==> src/nwm_pkg.sv <==
package nwm_pkg;

  localparam int NODE_W          = 6;
  localparam int SYM_W           = 7;
  localparam int DEF_MAX_STATES  = 63;
  localparam int DEF_SYMBOL_BITS = 128;
  localparam int WORDS_PER_SLOT  = 4;
  localparam int SYM_EMPTY       = 0;
  localparam int SYM_LOOKAHEAD   = 3;
  localparam logic [SYM_W-1:0] SYM_TAB     = 7'd4;
  localparam logic [7:0]       PRINT_SHIFT = 8'd27;
  localparam logic [7:0]       CHAR_TAB    = 8'h09;
  localparam logic [7:0]       CHAR_LOW    = 8'h20;
  localparam logic [7:0]       CHAR_HIGH   = 8'h7e;

  localparam logic [2:0] REQ_LOAD_SYM = 3'd0;
  localparam logic [2:0] REQ_LOAD_MOT = 3'd1;
  localparam logic [2:0] REQ_START    = 3'd2;
  localparam logic [2:0] REQ_BYTE     = 3'd3;
  localparam logic [2:0] REQ_END      = 3'd4;

  localparam logic [1:0] ST_OK      = 2'd0;
  localparam logic [1:0] ST_MATCH   = 2'd1;
  localparam logic [1:0] ST_NOMATCH = 2'd2;
  localparam logic [1:0] ST_BAD     = 2'd3;

  localparam logic CFG_IDX_STATE_COUNT = 1'b0;

  typedef struct packed {
    logic              we_sym;
    logic              we_mot;
    logic [NODE_W-1:0] node;
    logic              slot;
    logic [1:0]        widx;
    logic [31:0]       bits;
    logic [6:0]        motion;
    logic              second;
  } tbl_wr_t;

  typedef struct packed {
    logic [NODE_W-1:0] node;
    logic              slot;
    logic [1:0]        widx;
  } tbl_rd_t;

  typedef struct packed {
    logic              ok;
    logic [NODE_W-1:0] node;
  } tgt_res_t;

  typedef struct packed {
    logic [NODE_W-1:0] node;
    logic              k;
    logic              alive;
    logic              second;
  } frame_t;

endpackage

==> src/nwm_target_unit.sv <==
module nwm_target_unit (
  input  logic [nwm_pkg::NODE_W-1:0] node,
  input  logic [6:0]                 motion,
  input  logic [nwm_pkg::NODE_W-1:0] n,
  output nwm_pkg::tgt_res_t          res
);
  import nwm_pkg::*;

  logic signed [7:0] dest;

  // Target is node plus the signed motion; it must land in 0..n.
  assign dest     = $signed({2'b00, node}) + $signed({motion[6], motion});
  assign res.ok   = !dest[7] && (dest[6:0] <= {1'b0, n});
  assign res.node = dest[NODE_W-1:0];

endmodule

==> config.mk <==
export PLATFORM = sky130hd
export DESIGN_NAME = nwm_target_unit
export DESIGN_NICKNAME = d
export VERILOG_FILES = /design/src/nwm_pkg.sv /design/src/nwm_target_unit.sv
export SDC_FILE = /design/constraint.sdc
export NUM_CORES = 1
export LEC_CHECK = 0
export BUFFER_PORTS_ARGS = -buffer_cell sky130_fd_sc_hd__buf_2
export CORE_AREA = 4 4 41 43
export DETAILED_ROUTE_END_ITERATION = 8
export DIE_AREA = 0 0 45 47
export GPL_ROUTABILITY_DRIVEN = 0
export PLACE_DENSITY = 0.64
export SLEW_MARGIN = 20
export SYNTH_ARGS = -nofsm -noshare
export SYNTH_HDL_FRONTEND = slang
export SYNTH_SLANG_ARGS = --single-unit
==> constraint.sdc <==
create_clock -name vclk -period 2.68
set_clock_uncertainty 0.1 [all_clocks]
set_input_delay 0.402 -clock vclk [all_inputs]
set_output_delay 0.402 -clock vclk [all_outputs]
set_load 0.02 [all_outputs]
* Yosys cells after proc, flatten, opt, wreduce, memory -nomap -nowiden
Cells that the tools add are included.
** Word-level totals
- Flip-flop bits (word level) :: 0
- Latch bits :: 0
- Bits in writable memories :: 0
- ROM bits :: 0
- Input port bits :: 19
- Output and inout bits :: 7
- Word-level logic and storage cells :: 4
- Memories :: 0
** Operators by class
- $add $sub $neg :: 1
- Multipliers :: 0
- Divide/modulo/power cells :: 0
- Order comparisons :: 1
- Equal/unequal tests :: 0
- Shifts and indexed selects :: 0
- Muxes and demuxes :: 0
- Bitwise operators :: 0
- Reduce and logical (&&, ||, !) cells :: 2
** Operators by type and width (number)
- $add A7 B7 Y8 :: 1
- $le A7 B6 Y1 :: 1
- $logic_and A1 B1 Y1 :: 1
- $logic_not A1 Y1 :: 1

* Longest topological paths before layout
Gate-level depths: netlist of run 1.
- Depth after elaboration :: 3
- Gate-level depth with buffers :: 10
- Mapped depth without buffers :: 10

* Worst setup path before layout of run 1
OpenSTA, ideal clock, no wires.
- Path kind :: input port to output port
- Start :: input node[4] (netlist name)
- End :: output res[6] (netlist name)
- Arrival time :: 2.765 ns
- Required time :: 2.178 ns
- Slack :: -0.587 ns
- Stages on the path :: 9
- Buffers on the path :: 0
- Cells stage by stage :: ha_1 > nor2b_1 > a221o_1 > a311o_2 > ha_1 > o21a_1 > o22ai_1 > a21oi_1 > a2111oi_2
** RTL lines
- from (decl) :: line nwm_target_unit.sv:2 : input logic [nwm_pkg::NODE_W-1:0] node,
- to (decl) :: line nwm_target_unit.sv:5 : output nwm_pkg::tgt_res_t res

==> results of run 1 <==
-- synthesized netlist by cell type --
cell	instances
nand3_1	2
a311o_2	1
nor2b_1	2
and2_2	1
nand2_1	4
nor3_1	2
nor2_1	4
a2111oi_2	1
xor2_1	1
xnor2_1	1
a211oi_2	1
a221o_1	1
nand4_1	1
o31ai_1	1
a2111oi_0	1
fa_1	1
o211ai_2	1
o21a_1	2
ha_1	12
o21ai_0	1
inv_1	8
a211o_1	1
o22ai_1	1
a21oi_1	4
-- critical path, cell delays in order --
cell	delay [ns]
buf_2	0.11
ha_4	0.24
nor2b_1	0.14
a221o_1	0.31
a311o_2	0.35
ha_4	0.28
nand2_1	0.05
o22ai_2	0.17
a21oi_2	0.06
a2111oi_4	0.19
buf_4	0.19
-- cell families after synthesis --
logic type	Yosys count	synth area share, %
adder cells (fa/ha/maj)	13	39.9
XOR/XNOR	2	4.11
AND/OR/NAND/NOR	16	17.9
buffers and inverters	8	7.04
AO/OA/AOI/OAI	16	31.1
-- final cells by class --
type,instances,area [µm²]
Inverter,8,30.0
Tap cell,15,18.8
Fill cell,118,495
Timing Repair Buffer,40,238
Multi-Input combinational cell,47,519
-- what timing repair did --
item | in CTS | in global routing
pin swaps | 3 | 0
gates resized for setup | 5 | 2
setup endpoints to repair | 1 | 1
setup buffers | 0 | 0
cloned | 0 | 0
-- power by group through the flow --
| stage | logic [µW] | clock network (µW) | registers [µW] |
|---|---|---|---|
| after CTS | 247 | 0 | 0 |
| final | 247 | 0 | 0 |
| after global routing | 275 | 0 | 0 |
| after global placement | 225 | 0 | 0 |
| after floorplan | 151 | 0 | 0 |
| after detailed placement | 232 | 0 | 0 |
-- path summary, 6_finish.rpt --
check	endpoint	start	cells after the start	slack [ns]
setup / recovery	res[6]	node[4]	11	-0.32
hold / removal	res[6]	motion[6]	3	1.06
-- per-stage QoR --
| step | total power [µW] | TNS, ns | utilization (%) | std cells |
|---|---|---|---|---|
| floorplan | 151 | -0.221 | - | 55 |
| global placement | 225 | -0.374 | 58.2 | 110 |
| detailed placement | 232 | -0.420 | 58.2 | 110 |
| CTS | 247 | -0.331 | 60.8 | 110 |
| global route | 275 | -0.385 | 61.9 | 110 |
| finish | 247 | -0.323 | 61.9 | 110 |
-- routing by layer --
metal / GRT usage [%] / vias to the layer above / share of wire, %
met3: 0.383 / 0 / 7.2
met5: 0 / - / 0
met4: 0 / 0 / 0
li1: - / 286 / -
met2: 27.1 / 17 / 54
met1: 14.7 / 242 / 39
==> out/metrics.cfg, run 1 <==
[final_layout]
seq_area_um2 = 0
final_cell_mix = buf_2, buf_4, inv_1
seq_cells = 0
final_area_um2 = 806
diodes = 0
final_common_cell = buf_2
num-clock-buffers = 0
fin_nets = 129
areaGrowthSynthToFinish_pct = 88.9
final_layout_size_suffix_gt1_share_pct = 60.0

[pwr]
p_int_uw = 125
power_density_nw_per_um2 = 307
pwr-share-comb_pct = 100.0
ir_worst_vdd_uv = 182
pwr-share-seq_pct = 0
clock_power_share_pct = 0
swShare_pct = 49.3
switchingPower_uw = 122
p_leak_uw = 0.000395

[sta]
maxSlewViolCount = 0
timing.final.ws_setup_ns = -0.323
fin_hold_ws_ns = 1.06
rsz0062_at_grt = yes
min_period_over_period_pct = 112
slew_headroom_pct = 80.5
setup_viol = 1
finalHoldViolCount = 0
tightest_slew_ns = 0.291
post-route-min-period_ns = 3.00
max_freq_mhz = 333

[logic_synthesis]
netlist_area_um2 = 427
synth_top_area_share_pct = 35.2
synth_cell_types = 24
syn_inst = 55
avgSynthCellArea_um2 = 7.76
synth_area_leaders = ha_1, inv_1, a21oi_1, fa_1, a2111oi_2
yosysWarnings = 0
syn_nets = 87
ys_seq_area_share_pct = 0
synth_top_cell_by_area = ha_1

[setup_path]
cp.required_ns = 2.18
arrival_ns = 2.50
endpoint_kind = output port
cp_max_fo = 3
worstSetupStartpointType = primary input
crit_type = primary input to output port

[route]
postRouteAntennaNets = 0
firstDrtPassIters = 4
avgRoutedWirePerCell_um = 11.3
wl_mm = 1.24
vias_per_cell = 4.95
drc = 0
vias = 545
drt_iter0_drc = 8

[floorplanning]
die_y_um = 47
die-area_um2 = 2120
coreArea_um2 = 1300
dieWidth_um = 45
top_level_ports = 26
start_util_pct = 32.8
core.rowCount = 13

[place]
place_ws_ns = -0.420
hpwl_mm = 1.13
port_buffers = 26
post_dp_cell_area_um2 = 757

[global_route]
grt_max_degree = 6
antenna_found_initial = 0
grt_first_pass_wirelength_mm = 2.17
grt_pass1_vias = 544
grt.total_usage_pct = 12.8
overflow = 0

[run_status]
status = finished, violations left
violations = negative setup slack

[clocking]
cts_hold_buf = 0

[hold_path]
min_path_type = primary input to output port

[run]
max_cap_viol_count = 0

(Power assumes the default switching activity.)
==> inputs of run 2 (changes only) <==
--- a/config.mk
+++ b/config.mk
@@ -12,3 +12,2 @@
 export GPL_ROUTABILITY_DRIVEN = 0
-export PLACE_DENSITY = 0.64
 export SLEW_MARGIN = 20
==> constraint.sdc (replaced) <==
create_clock -name vclk -period 3.04
set_clock_uncertainty 0.1 [all_clocks]
set_input_delay 0.456 -clock vclk [all_inputs]
set_output_delay 0.456 -clock vclk [all_outputs]
set_load 0.01 [all_outputs]
==> run 2 against run 1 <==
Effect of this change: the run still ends with negative setup slack left; worst setup slack better by 0.14 ns; global-route usage down 0.95 points; cell area down 5.1%; largest cell class unchanged; sequential share of layout area unchanged; final cell count down 3.6%; utilization down 3.2 points; flip-flop and latch count unchanged; critical path depth up 1; die area unchanged; wire length up 2.9%; total power down 22%.
==> out/metrics.cfg, run 2 (synthesis gave the netlist of run 1 again) <==
[run_status]
status = finished, violations left
violations = negative setup slack

[floorplanning]
top_level_ports = 26  ; unchanged
coreArea_um2 = 1300  ; unchanged
die_y_um = 47  ; unchanged
core.rowCount = 13  ; unchanged
die-area_um2 = 2120  ; unchanged
start_util_pct = 32.8  ; unchanged
dieWidth_um = 45  ; unchanged

[setup_path]
cpPeakStageDelay_ns = 0.35  ; about the same
worstSetupStartpointType = primary input
cp_max_fo = 3  ; unchanged
cpMostUsedCell = ha_4
crit_slowest_cell = fa_2
cp.required_ns = 2.48  ; +0.30 ns
crit_type = primary input to output port
crit_family = compound AO/OA/AOI/OAI gates
endpoint_kind = output port
crit_buf_inv = 2  ; unchanged
arrival_ns = 2.67  ; +0.17 ns
cp.depth = 12  ; +1
path_cells = buf_6, ha_4, fa_2, a211o_1, o211ai_2, and2_4, ha_4, o21a_1, o22ai_2, a21oi_2, a2111oi_2, buf_2

[sta]
timing.final.ws_setup_ns = -0.187  ; +0.136 ns
maxSlewViolCount = 0  ; unchanged
min_period_over_period_pct = 106
tns_ns = -0.187  ; +0.136 ns
setup_viol = 1  ; unchanged
finalHoldViolCount = 0  ; unchanged
slew_headroom_pct = 80.7  ; +0.16 points
max_freq_mhz = 310
post-route-min-period_ns = 3.23
rsz0062_at_grt = yes
tightest_slew_ns = 0.288  ; -0.00374 ns

[final_layout]
final_common_cell = buf_2
seq_area_um2 = 0  ; unchanged
fin_nets = 125  ; -3.1%
final_util_pct = 58.8  ; -3.2 points
fillers = 135  ; +14%
diodes = 0  ; unchanged
final_area_um2 = 764  ; -5.1%
areaGrowthSynthToFinish_pct = 79.2
final_layout_size_suffix_gt1_share_pct = 59.3  ; -0.66 points
seq_cells = 0  ; unchanged
num-clock-buffers = 0  ; unchanged
final_cell_mix = buf_2, buf_4, inv_1

[pwr]
p_int_uw = 102  ; -19%
p_leak_uw = 0.000376  ; -4.8%
switchingPower_uw = 92.0  ; -24%
pwr-share-seq_pct = 0  ; unchanged
swShare_pct = 47.5  ; -1.8 points
power_density_nw_per_um2 = 253  ; -17%
ir_worst_vdd_uv = 101  ; -45%
clock_power_share_pct = 0  ; unchanged
p_total_uw = 194  ; -22%
pwr-share-comb_pct = 100.0  ; about the same

[global_route]
grt_pass1_vias = 544  ; unchanged
overflow = 0  ; unchanged
grt_max_degree = 6  ; unchanged
antenna_found_initial = 0  ; unchanged
grt.total_usage_pct = 11.8  ; -0.95 points
grt_first_pass_wirelength_mm = 2.00  ; -7.6%

[place]
hpwl_mm = 1.04  ; -8.6%
place_ws_ns = -0.199  ; +0.220 ns
port_buffers = 26  ; unchanged
post_dp_cell_area_um2 = 659  ; -13%

[route]
drc = 0  ; unchanged
postRouteAntennaNets = 0  ; unchanged
vias_per_cell = 5.04  ; +1.7%
vias = 534  ; -2.0%
avgRoutedWirePerCell_um = 12.0  ; +6.8%
drt_iter0_drc = 3  ; -5
wl_mm = 1.27  ; +2.9%
firstDrtPassIters = 4  ; unchanged

[clocking]
cts_hold_buf = 0  ; unchanged

[hold_path]
min_path_type = primary input to output port
hold_depth = 3  ; unchanged

[run]
max_cap_viol_count = 0  ; unchanged

==> run 2: changes by cell type in the layout (fill, tap and decap cells not counted), sizes merged <==
cell / delta
buf: -4
==> run 2: cell type report <==
class                      instances  area (µm²)  area share (%)
inverter                           8        30.0            3.93
multi-input combinational         47         498            65.1
tap                               15        18.8            2.45
timing repair buffer              36         218            28.5
==> run 2: per-stage QoR <==
| step | instances | hold slack, ns |
|---|---|---|
| 2_1_floorplan | 55 | 0.872 |
| 3_3_place_gp | 105 | 1.12 |
| 3_5_place_dp | 105 | 1.14 |
| 4_1_cts | 106 | 1.12 |
| 5_1_grt | 106 | 1.12 |
| 6_report | 106 | 1.12 |
==> run 2: routing by layer <==
layer	vias to the layer above	global-route usage [%]	wire [µm]
met5	-	0	0
met4	0	0	0
met3	0	0	51
met2	12	24.9	723
met1	246	14.0	499
li1	276	-	-
==> run 2: power by group through the flow <==
stage	combinational, µW	sequential (µW)	clock, µW
finish	194	0	0
global route	218	0	0
detailed placement	162	0	0
floorplan	102	0	0
global placement	158	0	0
CTS	179	0	0
==> run 2: repair_timing <==
action | in CTS | in global routing
pin swaps | 3 | 6
setup buffers | 1 | 0
setup endpoints to repair | 1 | 1
resized for setup | 10 | 5
==> run 2: final timing paths <==
kind              slack [ns]  startpoint      to
setup / recovery       -0.19     node[0]  res[6]
hold / removal          1.12   motion[0]  res[0]
